[src/rtl/lpht_pkg.sv]
package lpht_pkg;

    // Table geometry. The home slot is the low bits of the key, so the slot
    // count is a power of two.
    localparam int TableSlots = 256;
    localparam int IdxW       = $clog2(TableSlots);
    localparam int CntW       = IdxW + 1;

    // Field widths.
    localparam int OpW     = 2;
    localparam int KeyW    = 31;
    localparam int HandleW = 32;
    localparam int StatusW = 2;
    localparam int SlotW   = 8;
    localparam int EntryW  = KeyW + HandleW;

    // Operation codes.
    localparam logic [OpW-1:0] OpInsert = 2'd0;
    localparam logic [OpW-1:0] OpLookup = 2'd1;
    localparam logic [OpW-1:0] OpDelete = 2'd2;

    // Status codes.
    localparam logic [StatusW-1:0] StatusOk      = 2'd0;
    localparam logic [StatusW-1:0] StatusMissing = 2'd1;
    localparam logic [StatusW-1:0] StatusFull    = 2'd2;

    typedef enum logic [3:0] {
        ST_IDLE,
        ST_INS_SCAN,
        ST_FIND_RD,
        ST_FIND_CMP,
        ST_DEL_NEXT,
        ST_DEL_LIFT,
        ST_DEL_PLACE,
        ST_FINISH
    } t_state;

    // Commands from the controller to the datapath.
    typedef struct packed {
        logic load_item;
        logic idx_inc;
        logic ins_write;
        logic place_write;
        logic rd_en;
        logic rd_run;
        logic del_free;
        logic lift;
        logic run_inc;
        logic res_ok;
        logic res_found;
        logic res_missing;
        logic res_full;
        logic out_load;
    } t_cmd;

    // Status from the datapath to the controller.
    typedef struct packed {
        logic [OpW-1:0] in_op;
        logic [OpW-1:0] item_op;
        logic           idx_end;
        logic           occ_idx;
        logic           key_match;
        logic           run_end;
        logic           occ_run;
        logic           out_free;
    } t_stat;

    function automatic logic [CntW-1:0] home_of(input logic [KeyW-1:0] key);
        home_of = CntW'(key % KeyW'(TableSlots));
    endfunction

endpackage

[src/rtl/lpht_ctrl.sv]
module lpht_ctrl (
    input  logic            i_clk,
    input  logic            i_rst_n,
    input  logic            i_in_valid,
    output logic            o_in_ready,
    input  lpht_pkg::t_stat i_stat,
    output lpht_pkg::t_cmd  o_cmd
);

    lpht_pkg::t_state r_state;
    lpht_pkg::t_state n_state;
    logic             w_known_op;
    logic             w_probe_stop;
    logic             w_run_stop;

    assign w_known_op   = (i_stat.in_op == lpht_pkg::OpInsert)
                       || (i_stat.in_op == lpht_pkg::OpLookup)
                       || (i_stat.in_op == lpht_pkg::OpDelete);
    assign w_probe_stop = i_stat.idx_end || !i_stat.occ_idx;
    assign w_run_stop   = i_stat.run_end || !i_stat.occ_run;

    always_ff @(posedge i_clk) begin
        if (!i_rst_n) begin
            r_state <= lpht_pkg::ST_IDLE;
        end else begin
            r_state <= n_state;
        end
    end

    always_comb begin
        n_state = r_state;
        case (r_state)
            lpht_pkg::ST_IDLE: begin
                if (i_in_valid) begin
                    if (i_stat.in_op == lpht_pkg::OpInsert) begin
                        n_state = lpht_pkg::ST_INS_SCAN;
                    end else if (w_known_op) begin
                        n_state = lpht_pkg::ST_FIND_RD;
                    end else begin
                        n_state = lpht_pkg::ST_FINISH;
                    end
                end
            end
            lpht_pkg::ST_INS_SCAN: begin
                if (w_probe_stop) begin
                    n_state = lpht_pkg::ST_FINISH;
                end
            end
            lpht_pkg::ST_FIND_RD: begin
                if (w_probe_stop) begin
                    n_state = lpht_pkg::ST_FINISH;
                end else begin
                    n_state = lpht_pkg::ST_FIND_CMP;
                end
            end
            lpht_pkg::ST_FIND_CMP: begin
                if (!i_stat.key_match) begin
                    n_state = lpht_pkg::ST_FIND_RD;
                end else if (i_stat.item_op == lpht_pkg::OpDelete) begin
                    n_state = lpht_pkg::ST_DEL_NEXT;
                end else begin
                    n_state = lpht_pkg::ST_FINISH;
                end
            end
            lpht_pkg::ST_DEL_NEXT: begin
                if (w_run_stop) begin
                    n_state = lpht_pkg::ST_FINISH;
                end else begin
                    n_state = lpht_pkg::ST_DEL_LIFT;
                end
            end
            lpht_pkg::ST_DEL_LIFT: begin
                n_state = lpht_pkg::ST_DEL_PLACE;
            end
            lpht_pkg::ST_DEL_PLACE: begin
                // The lifted entry always fits: its own old slot is free.
                if (!i_stat.occ_idx) begin
                    n_state = lpht_pkg::ST_DEL_NEXT;
                end
            end
            lpht_pkg::ST_FINISH: begin
                if (i_stat.out_free) begin
                    n_state = lpht_pkg::ST_IDLE;
                end
            end
            default: begin
                n_state = lpht_pkg::ST_IDLE;
            end
        endcase
    end

    always_comb begin
        o_cmd      = '0;
        o_in_ready = 1'b0;
        case (r_state)
            lpht_pkg::ST_IDLE: begin
                o_in_ready = 1'b1;
                if (i_in_valid) begin
                    o_cmd.load_item = 1'b1;
                    if (!w_known_op) begin
                        o_cmd.res_missing = 1'b1;
                    end
                end
            end
            lpht_pkg::ST_INS_SCAN: begin
                if (i_stat.idx_end) begin
                    o_cmd.res_full = 1'b1;
                end else if (!i_stat.occ_idx) begin
                    o_cmd.ins_write = 1'b1;
                    o_cmd.res_ok    = 1'b1;
                end else begin
                    o_cmd.idx_inc = 1'b1;
                end
            end
            lpht_pkg::ST_FIND_RD: begin
                if (w_probe_stop) begin
                    o_cmd.res_missing = 1'b1;
                end else begin
                    o_cmd.rd_en = 1'b1;
                end
            end
            lpht_pkg::ST_FIND_CMP: begin
                if (!i_stat.key_match) begin
                    o_cmd.idx_inc = 1'b1;
                end else if (i_stat.item_op == lpht_pkg::OpDelete) begin
                    o_cmd.res_ok   = 1'b1;
                    o_cmd.del_free = 1'b1;
                end else begin
                    o_cmd.res_found = 1'b1;
                end
            end
            lpht_pkg::ST_DEL_NEXT: begin
                if (!w_run_stop) begin
                    o_cmd.rd_en  = 1'b1;
                    o_cmd.rd_run = 1'b1;
                end
            end
            lpht_pkg::ST_DEL_LIFT: begin
                o_cmd.lift = 1'b1;
            end
            lpht_pkg::ST_DEL_PLACE: begin
                if (!i_stat.occ_idx) begin
                    o_cmd.place_write = 1'b1;
                    o_cmd.run_inc     = 1'b1;
                end else begin
                    o_cmd.idx_inc = 1'b1;
                end
            end
            lpht_pkg::ST_FINISH: begin
                if (i_stat.out_free) begin
                    o_cmd.out_load = 1'b1;
                end
            end
            default: begin
                o_cmd = '0;
            end
        endcase
    end

endmodule

[config.mk]
export PLATFORM = sky130hd
export DESIGN_NAME = lpht_ctrl
export DESIGN_NICKNAME = d
export VERILOG_FILES = /design/src/rtl/lpht_pkg.sv /design/src/rtl/lpht_ctrl.sv
export SDC_FILE = /design/constraint.sdc
export NUM_CORES = 1
export LEC_CHECK = 0
export BUFFER_PORTS_ARGS = -buffer_cell sky130_fd_sc_hd__buf_2
export CAP_MARGIN = 20
export CORE_MARGIN = 2
export CORE_UTILIZATION = 35
export CTS_CLUSTER_DIAMETER = 80
export DETAILED_ROUTE_END_ITERATION = 8
export PLACE_DENSITY = 0.65
export RECOVER_POWER = 100
export SLEW_MARGIN = 20
export SYNTH_ARGS = -nofsm -noshare
export SYNTH_HDL_FRONTEND = slang
export SYNTH_SLANG_ARGS = --single-unit
export TNS_END_PERCENT = 5
[constraint.sdc]
create_clock -name i_clk -period 4.26 [get_ports i_clk]
set_clock_uncertainty 0.1 [all_clocks]
set_input_delay 0.852 -clock i_clk [delete_from_list [all_inputs] [get_ports i_clk]]
set_output_delay 0.852 -clock i_clk [all_outputs]
set_load 0.01 [all_outputs]
==> reports/metrics.sh, run 1 <==
OUTCOME='finished, final reports clean'
ANT_NETS=0
REPORT.FINAL.HOLD_VIOL_COUNT=0
AREA_GROWTH_SYN_TO_LAYOUT_PCT=25.2
BIGGEST_FANOUT_ALONG_THE_WORST_TIMING_PATH=17
TOP_LEVEL_PORTS=28
DIE_H_UM=40.3
GRT.OVERFLOW.TOTAL=0
LARGEST_REG_FLOPS=3
FINAL_PERIOD_MINUS_WORST_SETUP_SLACK_NS=2.74
HOLD_SLACK_NS=0.622
REQUIRED_NS=3.31
WORST_SLEW_MARGIN_REL_PCT=65.7
SORT_OF_ELEMENT_AT_THE_END_OF_THE_CRITICAL_PATH='output port'
SYNTH_COMMON_CELLS='9 x inv_1, 5 x nor3_1, 5 x o21ai_0'
DESIGN.CORE.AREA_MM2=0.00127
SYNTHCELLS=65
WORST-SETUP-PATH-TYPE='flop to output port'
POST_SYNTH_MAIN_AREA_CONTRIBUTORS='dfxtp_1 13%, inv_1 7.3%, ha_1 5.4%'
P_CLK_SHARE_PCT=17.1
WORST_SETUP_HOLD_PATH_CLK_SLEW_NS=0.04
ANTENNA_CELLS_INSERTED=0
CTS-HTREE-LEVELS=1
P_SEQ_SHARE_PCT=29.7
REG2REG_TO='r_state[2]'
SYNTH.NET_COUNT=80
DRV_CAP=0
SYNTH_SEQ_CELLS=3
SYNTH_AREA_UM2=462
CLOCK.FMAX_GHz=0.365
SYNTH.AVG_CELL_AREA_UM2=7.10
FINAL_CORE_UTIL_PCT=45.6
GP_ROUTABILITY_CONGESTION=0.793
POWER.DENSITY_CELL_AREA_mW_PER_MM2=515
STARTING_DENSITY_OF_THE_CORE_PCT=36.4
WORST_PIN_SLEW_NS=0.513
CRIT-REG2REG-LAUNCH='r_state[0]'
GROUTE.USAGE.OVERALL_PCT=14.2
TIMING.REG2REG.SETUP_SLACK_NS=2.35
SWITCHING_SHARE_PCT=50.1
COMBPWRFRAC_PCT=53.2
DETAILED_PLACE.AREA_UM2=582
DP.FINAL_HPWL_UM=835
STARTPOINT='r_state[0]'
POWER.NET_SWITCHING_uW=149
FILLERS=155
FINAL-SETUP-VIOL-COUNT=0
CTS-BUFFERS-INSERTED=3
WIRE_PER_INST_UM=10.5
TIMING.CRITICAL_PATH.TO='o_cmd[12]'
CTS_REPAIR_RESIZE_COUNT=0
GRT_FIRST_PASS_WIRELENGTH_MM=1.64
REPORT.FINAL.SLEW_VIOL_COUNT=0
LARGESTREGISTERS='r_state x3'
SYNTHMOSTINSTANTIATEDCELL='inv_1'
SYNTH_TOP_AREA_CELL='dfxtp_1'
SYNTH.TOP_CELL.AREA_SHARE_PCT=13.0
CLK-INSERTION-DELAY-LATE_NS=0.23
ANTENNA_FOUND_INITIAL=0
REG2REG_DEPTH=4
SYNTH_WARNINGS=0
CRIT_PATH_START_KIND='flop'
CTS_ROOT_BUF='clkbuf_4'
FINALWIRELENGTH_MM=1.11
POSTSYNTH.TOPFLOPCELL='dfxtp_1'
CRIT_ARRIVAL_NS=1.79
SYNTH.YOSYS.SEQ_AREA_SHARE_PCT=13.0
COUNT_OF_CLOCK_TREE_SINKS=3
VDD.IR_DROP.WORST_mV=0.253
POST-CTS-SETUP-BUFFER-COUNT=0
STANDARD_CELL_ROW_COUNT=13
DRT-PASS1-ITER-COUNT=4
SYNTH_ENABLE_FLOP_CELLS=0
HOLD_WC_PATH_TYPE='flop to flop'
FINAL_LAYOUT_SIZE_SUFFIX_GT1_SHARE_PCT=17.6
BUFFER_PORTS.INSERTED=27
DIE_W_UM=40.3
GRT_START_MAX_NET_PINS=18
PWR_TOTAL_uW=298
SETUP_REPAIR_AFTER_GLOBAL_ROUTING_MISSED_ITS_MARGIN='false'
SETUP_TOTAL_NEGATIVE_SLACK_NS=0
PERIOD_SHARE_PCT=64.3
ASYNCSETRESETFLOPFRACSYNTH_PCT=0
VIAS_IN_THE_FIRST_GLOBAL_ROUTE=423
VIAS=538
REMAINING_DRC_ERRORS=0
TRITONCTS='built'
NUM-NETS-FINAL=107
WORST_HOLD_PATH.NUM_CELLS=2
HOLD_BUFFERS=0
YOSYSUNIQUECELLTYPES=33
CTSLONGESTPATHBUFFERS=2
FINAL_DESIGN_AREA_NO_FILL_UM2=578
DIE_AR_MM2=0.00163
P_LEAK_nW=0.282
DRT-INITIAL-DRC-COUNT=8
MAX_FLOP_REGISTER='r_state'
VIAS_PER_CELL=5.08
INTPOWER_uW=149
-- layout make-up --
| type | count | area (µm²) | share of cell area (%) |
|---|---|---|---|
| clock buffers | 4 | 26.3 | 4.55 |
| flip-flops and latches | 3 | 60.1 | 10.4 |
| inverters | 9 | 33.8 | 5.84 |
| repair buffers | 27 | 116 | 20.1 |
| multi-input cells | 48 | 323 | 55.8 |
| well taps | 15 | 18.8 | 3.25 |
-- worst max-delay path, cell delays in order, from the launching register on --
cell and delay [ns]:
dfxtp_1 0.63, or3b_1 0.46, o32a_1 0.21, o21ai_0 0.09, clkbuf_1 0.17
-- worst min-delay path by stage --
| stage | from | to | slack, ns |
|---|---|---|---|
| after CTS | r_state[0] | r_state[0] | 0.63 |
| final | r_state[0] | r_state[0] | 0.62 |
| after global placement | r_state[0] | r_state[0] | 0.62 |
| after floorplan | r_state[2] | r_state[0] | 0.58 |
| after global routing | r_state[1] | r_state[2] | 0.68 |
| after detailed placement | r_state[0] | r_state[0] | 0.62 |
-- power groups by stage --
stage / logic [mW] / registers (mW) / clock network (mW)
detailed placement: 0.172 / 0.0892 / 0
finish: 0.158 / 0.0885 / 0.0509
global placement: 0.172 / 0.0889 / 0
global route: 0.180 / 0.0922 / 0.0557
CTS: 0.174 / 0.0879 / 0.0521
floorplan: 0.170 / 0.0506 / 0
-- per-layer routing --
metal	vias up	share of wire, %	global-route usage (%)
met5	-	0	0
met4	0	0	0
met3	0	6.0	3.33
met2	16	45	24.6
met1	235	49	18.9
li1	287	-	-
-- placed cells by master, fill, tap and decap left out, types with 2 or more instances in the layout --
master / instances
and3_1: 2
buf_2: 12
clkbuf_1: 16
clkbuf_4: 3
dfxtp_1: 3
ha_1: 2
inv_1: 9
mux2i_1: 2
nand2_1: 3
nand3_1: 2
nand4_1: 2
nor2_1: 3
nor2b_1: 3
nor3_1: 5
o211ai_1: 2
o21ai_0: 5
-- through the flow --
| stage | instances | setup WS (ns) |
|---|---|---|
| finish | 106 | 1.52 |
| global route | 106 | 1.37 |
| CTS | 106 | 1.53 |
| detailed placement | 102 | 1.66 |
| global placement | 102 | 1.66 |
| floorplan | 65 | 1.81 |
-- kinds of logic (layout without fill, tap and decap cells) --
group	after synthesis	count (layout)	synth area share (%)
multiplexers	2	2	4.34
AO/OA/AOI/OAI	17	17	29.3
buffers and inverters	14	40	14.6
flip-flops	3	3	13.0
adder cells (fa/ha/maj)	2	2	5.42
AND/OR/NAND/NOR	27	27	33.3
Power figures use the tool's default switching activity.
==> run 2, diff against run 1 <==
Settings changed: PLACE_DENSITY 0.65 to 0.68.
Clock period 4.26 ns to 2.3 ns, I/O delays scaled along.
==> reports/metrics.sh, run 2 (synthesized netlist as in run 1, its figures left out) <==
DIE_W_UM=40.3
SORT_OF_ELEMENT_AT_THE_END_OF_THE_CRITICAL_PATH='output port'
WORST_HOLD_PATH.NUM_CELLS=2
SWITCHING_SHARE_PCT=48.7
DRT-INITIAL-DRC-COUNT=13
ANT_NETS=0
GRT.OVERFLOW.TOTAL=0
ANTENNA_FOUND_INITIAL=0
SETUP_TOTAL_NEGATIVE_SLACK_NS=0
BIGGEST_FANOUT_ALONG_THE_WORST_TIMING_PATH=12
POWER.DENSITY_CELL_AREA_mW_PER_MM2=949
CTS_ROOT_BUF='clkbuf_4'
GRT_USE_MET2_PCT=26.6
TRITONCTS='built'
WORST_SETUP_HOLD_PATH_CLK_SLEW_NS=0.03
MAX_FLOP_REGISTER='r_state'
HOLD_SLACK_NS=0.397
BUFFER_PORTS.INSERTED=27
GP_ROUTABILITY_CONGESTION=0.848
GLOBALROUTEMET3UTIL_PCT=5.00
WORST_SLEW_MARGIN_REL_PCT=76.6
FINAL_PERIOD_MINUS_WORST_SETUP_SLACK_NS=2.13
MOST-COMMON-LAYOUT-CELLS='16 x buf_2, 12 x clkbuf_1, 9 x inv_1'
FINAL_LAYOUT_SIZE_SUFFIX_GT1_SHARE_PCT=23.9
DP.FINAL_HPWL_UM=933
CTS-BUFFERS-INSERTED=3
POST-CTS-SETUP-BUFFER-COUNT=0
CLOCK.FMAX_GHz=0.470
MOSTFREQUENTLAYOUTCELL='buf_2'
WIRE_PER_INST_UM=10.7
STANDARD_CELL_ROW_COUNT=13
TOP_LEVEL_PORTS=28
FINALWIRELENGTH_MM=1.15
CRIT-REG2REG-LAUNCH='r_state[1]'
FINAL_DESIGN_AREA_NO_FILL_UM2=593
LARGEST_REG_FLOPS=3
REPORT.FINAL.HOLD_VIOL_COUNT=0
OUTCOME='finished, final reports clean'
P_SEQ_SHARE_PCT=25.7
GRT.BUSIEST_LAYER='met2'
STARTING_DENSITY_OF_THE_CORE_PCT=36.4
REPORT.FINAL.SLEW_VIOL_COUNT=0
VIAS=554
REQUIRED_NS=1.74
CTS-HTREE-LEVELS=1
HOLD_WC_PATH_TYPE='input port to flop'
HOLD_BUFFERS=0
VDD.IR_DROP.WORST_mV=0.407
P_LEAK_nW=0.304
CTSLONGESTPATHBUFFERS=2
POWER.NET_SWITCHING_uW=274
SETUP_REPAIR_AFTER_GLOBAL_ROUTING_MISSED_ITS_MARGIN='false'
FINAL-SETUP-VIOL-COUNT=0
CRIT_ARRIVAL_NS=1.57
DRV_CAP=0
DIE_H_UM=40.3
FINALNONFILLERCELLS=107
WORSTHOLDENDPOINT='r_state[2]'
DESIGN.CORE.AREA_MM2=0.00127
GRT_START_MAX_NET_PINS=17
SEQ_AREA_UM2=61.3
VIAS_PER_CELL=5.18
DRT-PASS1-ITER-COUNT=4
POST-PLACE-CELLS=103
REG2REG_TO='r_state[2]'
GR-USAGE-MET1_PCT=20.2
INTPOWER_uW=289
FILLERS=152
P_CLK_SHARE_PCT=16.1
NUM-NETS-FINAL=108
REMAINING_DRC_ERRORS=0
PERIOD_SHARE_PCT=92.6
REG2REG_DEPTH=4
LARGESTREGISTERS='r_state x3'
WORST-SETUP-PATH-TYPE='flop to output port'
GROUTE.USAGE.OVERALL_PCT=16.3
DETAILED_PLACE.AREA_UM2=589
COMBPWRFRAC_PCT=58.3
VIAS_IN_THE_FIRST_GLOBAL_ROUTE=427
AREA_GROWTH_SYN_TO_LAYOUT_PCT=28.5
CTS_REPAIR_RESIZE_COUNT=0
CRIT_PATH_START_KIND='flop'
COUNT_OF_CLOCK_TREE_SINKS=3
WORST_PIN_SLEW_NS=0.343
ANTENNA_CELLS_INSERTED=0
DIE_AR_MM2=0.00163
GRT_FIRST_PASS_WIRELENGTH_MM=1.75
TIMING.REG2REG.SETUP_SLACK_NS=0.64
HOLD_START='i_rst_n'
CLK-INSERTION-DELAY-LATE_NS=0.23
MULTI_INPUT_COMB_AREA_UM2=324
run 2: layer usage:
layer,share of wire (%),up-vias
met5,0,-
met4,0,0
met3,6.2,0
met2,48,20
met1,46,246
li1,-,288
run 2: how the worst max path moves through the flow:
stage | start | to | slack [ns] | cells after the start
2_1_floorplan | r_state[0] | o_cmd[4] | 0.43 | 4
3_3_place_gp | r_state[2] | o_cmd[12] | 0.44 | 4
3_5_place_dp | r_state[2] | o_cmd[12] | 0.36 | 4
4_1_cts | r_state[2] | o_cmd[12] | 0.12 | 4
5_1_grt | r_state[1] | o_cmd[4] | 0.06 | 4
6_report | r_state[1] | o_cmd[12] | 0.17 | 4
run 2: power groups by stage:
stage | Combinational (mW) | Clock (mW) | Sequential (mW)
finish | 0.328 | 0.0903 | 0.144
global route | 0.373 | 0.105 | 0.155
CTS | 0.357 | 0.0966 | 0.143
detailed placement | 0.353 | 0 | 0.146
global placement | 0.347 | 0 | 0.142
floorplan | 0.316 | 0 | 0.0936
run 2: stage by stage:
stage          setup slack (ns)  power [mW]  util, %
2_1_floorplan             0.425       0.409        -
3_3_place_gp              0.436       0.490     46.4
3_5_place_dp              0.356       0.499     46.4
4_1_cts                   0.118       0.596     48.5
5_1_grt                  0.0603       0.633     46.7
6_report                  0.171       0.563     46.7
run 2: cell type report:
type	instances	share of cell area, %
multi-input combinational	48	54.6
clock buffer	4	4.43
sequential	3	10.3
tap	15	3.16
timing repair buffer	28	21.7
inverter	9	5.70
run 2: worst max-delay path: stages, from the launching register on:
cell     delay [ns]
dfxtp_1        0.40
or3b_1         0.48
o32a_1         0.21
o21ai_0        0.09
buf_2          0.15
==> run 3, diff against run 2 <==
Settings changed: PLACE_DENSITY 0.68 to 0.65.
Clock period 2.3 ns to 2.1 ns, I/O delays scaled along.
==> reports/metrics.sh, run 3 (synthesized netlist as in run 1, its figures left out) <==
CTS_ROOT_BUF='clkbuf_4'
OUTCOME='finished, final reports clean'
WIRE_PER_INST_UM=10.8
VDD.IR_DROP.WORST_mV=0.355
P_LEAK_nW=0.315
NUM-NETS-FINAL=109
ANTENNA_CELLS_INSERTED=0
CRIT_PATH_START_KIND='flop'
DIE_H_UM=40.3
WORST_PIN_SLEW_NS=0.360
GP_ROUTABILITY_CONGESTION=0.823
CRIT_ARRIVAL_NS=1.48
FINAL_DESIGN_AREA_NO_FILL_UM2=604
HOLD_WC_PATH_TYPE='input port to flop'
BIGGEST_FANOUT_ALONG_THE_WORST_TIMING_PATH=12
CTS-BUFFERS-INSERTED=3
CTSLONGESTPATHBUFFERS=2
FINAL_PERIOD_MINUS_WORST_SETUP_SLACK_NS=2.00
SETUP_REPAIR_AFTER_GLOBAL_ROUTING_MISSED_ITS_MARGIN='false'
GROUTE.USAGE.OVERALL_PCT=15.5
WORST_SETUP_HOLD_PATH_CLK_SLEW_NS=0.04
SETUP_TOTAL_NEGATIVE_SLACK_NS=0
ANT_NETS=0
DETAILED_PLACE.AREA_UM2=597
SETUP_SLACK_NS=0.0993
TRITONCTS='built'
LARGEST_REG_FLOPS=3
FINALNONFILLERCELLS=108
POST-CTS-SETUP-BUFFER-COUNT=0
GRT_START_MAX_NET_PINS=13
DRT-INITIAL-DRC-COUNT=3
DESIGN.CORE.AREA_MM2=0.00127
DRT-PASS1-ITER-COUNT=4
HOLD_SLACK_NS=0.366
FILLERS=150
POST-PLACE-CELLS=104
REMAINING_DRC_ERRORS=0
STARTING_DENSITY_OF_THE_CORE_PCT=36.4
FINALWIRELENGTH_MM=1.16
WORST_HOLD_PATH.NUM_CELLS=2
WORST-SETUP-PATH-TYPE='flop to output port'
COUNT_OF_CLOCK_TREE_SINKS=3
POWER.DENSITY_CELL_AREA_mW_PER_MM2=1070
GRT.OVERFLOW.TOTAL=0
REPORT.FINAL.HOLD_VIOL_COUNT=0
VIAS=556
DIE_W_UM=40.3
ANTENNA_FOUND_INITIAL=0
REQUIRED_NS=1.58
BUFFER_PORTS.INSERTED=27
VIAS_IN_THE_FIRST_GLOBAL_ROUTE=441
GRT_FIRST_PASS_WIRELENGTH_MM=1.74
FINAL_LAYOUT_SIZE_SUFFIX_GT1_SHARE_PCT=28.0
PWR_TOTAL_uW=644
DIE_AR_MM2=0.00163
PERIOD_SHARE_PCT=95.3
CLK-INSERTION-DELAY-LATE_NS=0.23
TOP_LEVEL_PORTS=28
AREA_GROWTH_SYN_TO_LAYOUT_PCT=30.9
DP.FINAL_HPWL_UM=950
FINAL-SETUP-VIOL-COUNT=0
MOST-COMMON-LAYOUT-CELLS='17 x buf_2, 11 x clkbuf_1, 9 x inv_1'
REG2REG_DEPTH=4
MOSTFREQUENTLAYOUTCELL='buf_2'
DRV_CAP=0
FINAL_CORE_UTIL_PCT=47.6
PLACEMENT.SETUP.WORST_SLACK_NS=0.292
SORT_OF_ELEMENT_AT_THE_END_OF_THE_CRITICAL_PATH='output port'
LARGESTREGISTERS='r_state x3'
VIAS_PER_CELL=5.15
MAX_FLOP_REGISTER='r_state'
CTS-HTREE-LEVELS=1
REPORT.FINAL.SLEW_VIOL_COUNT=0
WORST_SLEW_MARGIN_REL_PCT=75.9
STANDARD_CELL_ROW_COUNT=13
CLOCK.FMAX_GHz=0.500
[run 3: cell count changes in the layout (fill, tap and decap cells not counted), sizes merged]
cell | before | now
buf | 17 | 18
[run 3: cell type report]
type / count / area, µm² / share of cell area, %
Multi-Input combinational cell: 48 / 328 / 54.2
Timing Repair Buffer: 29 / 135 / 22.4
Sequential cell: 3 / 62.6 / 10.4
Inverter: 9 / 33.8 / 5.59
Clock buffer: 4 / 26.3 / 4.35
Tap cell: 15 / 18.8 / 3.11
[run 3: layer usage]
layer | up-vias | track usage [%] | part of all wire [%]
met1 | 249 | 18.9 | 47
met2 | 16 | 27.0 | 47
met5 | - | 0 | 0
met4 | 0 | 2.50 | 0
li1 | 291 | - | -
met3 | 0 | 4.44 | 6.0
[run 3: path summary, 6_finish.rpt]
| check | from | to | slack (ns) |
|---|---|---|---|
| max | r_state[1] | o_cmd[12] | 0.1 |
| min | i_rst_n | r_state[2] | 0.37 |
| max reg2reg | r_state[1] | r_state[2] | 0.54 |
| min reg2reg | r_state[0] | r_state[0] | 0.44 |
[run 3: critical path, stage by stage, from the launching register on]
cell and delay (ns):
dfxtp_2 0.37, or3b_4 0.44, o32a_1 0.20, o21ai_0 0.08
clkbuf_1 0.17
[run 3: what timing repair did]
| action | 4_1_cts | 5_1_grt |
|---|---|---|
| hold buffers | 0 | 0 |
| endpoints found under the setup margin | 0 | 2 |
| gates resized for setup | 0 | 2 |
[run 3: power by group]
| part | total [mW] | internal [mW] | leakage [nW] | switching [mW] |
|---|---|---|---|---|
| sequential | 0.147 | 0.0885 | 0.0255 | 0.0588 |
| clock | 0.0992 | 0.0711 | 0.0150 | 0.0281 |
| combinational | 0.398 | 0.172 | 0.274 | 0.225 |
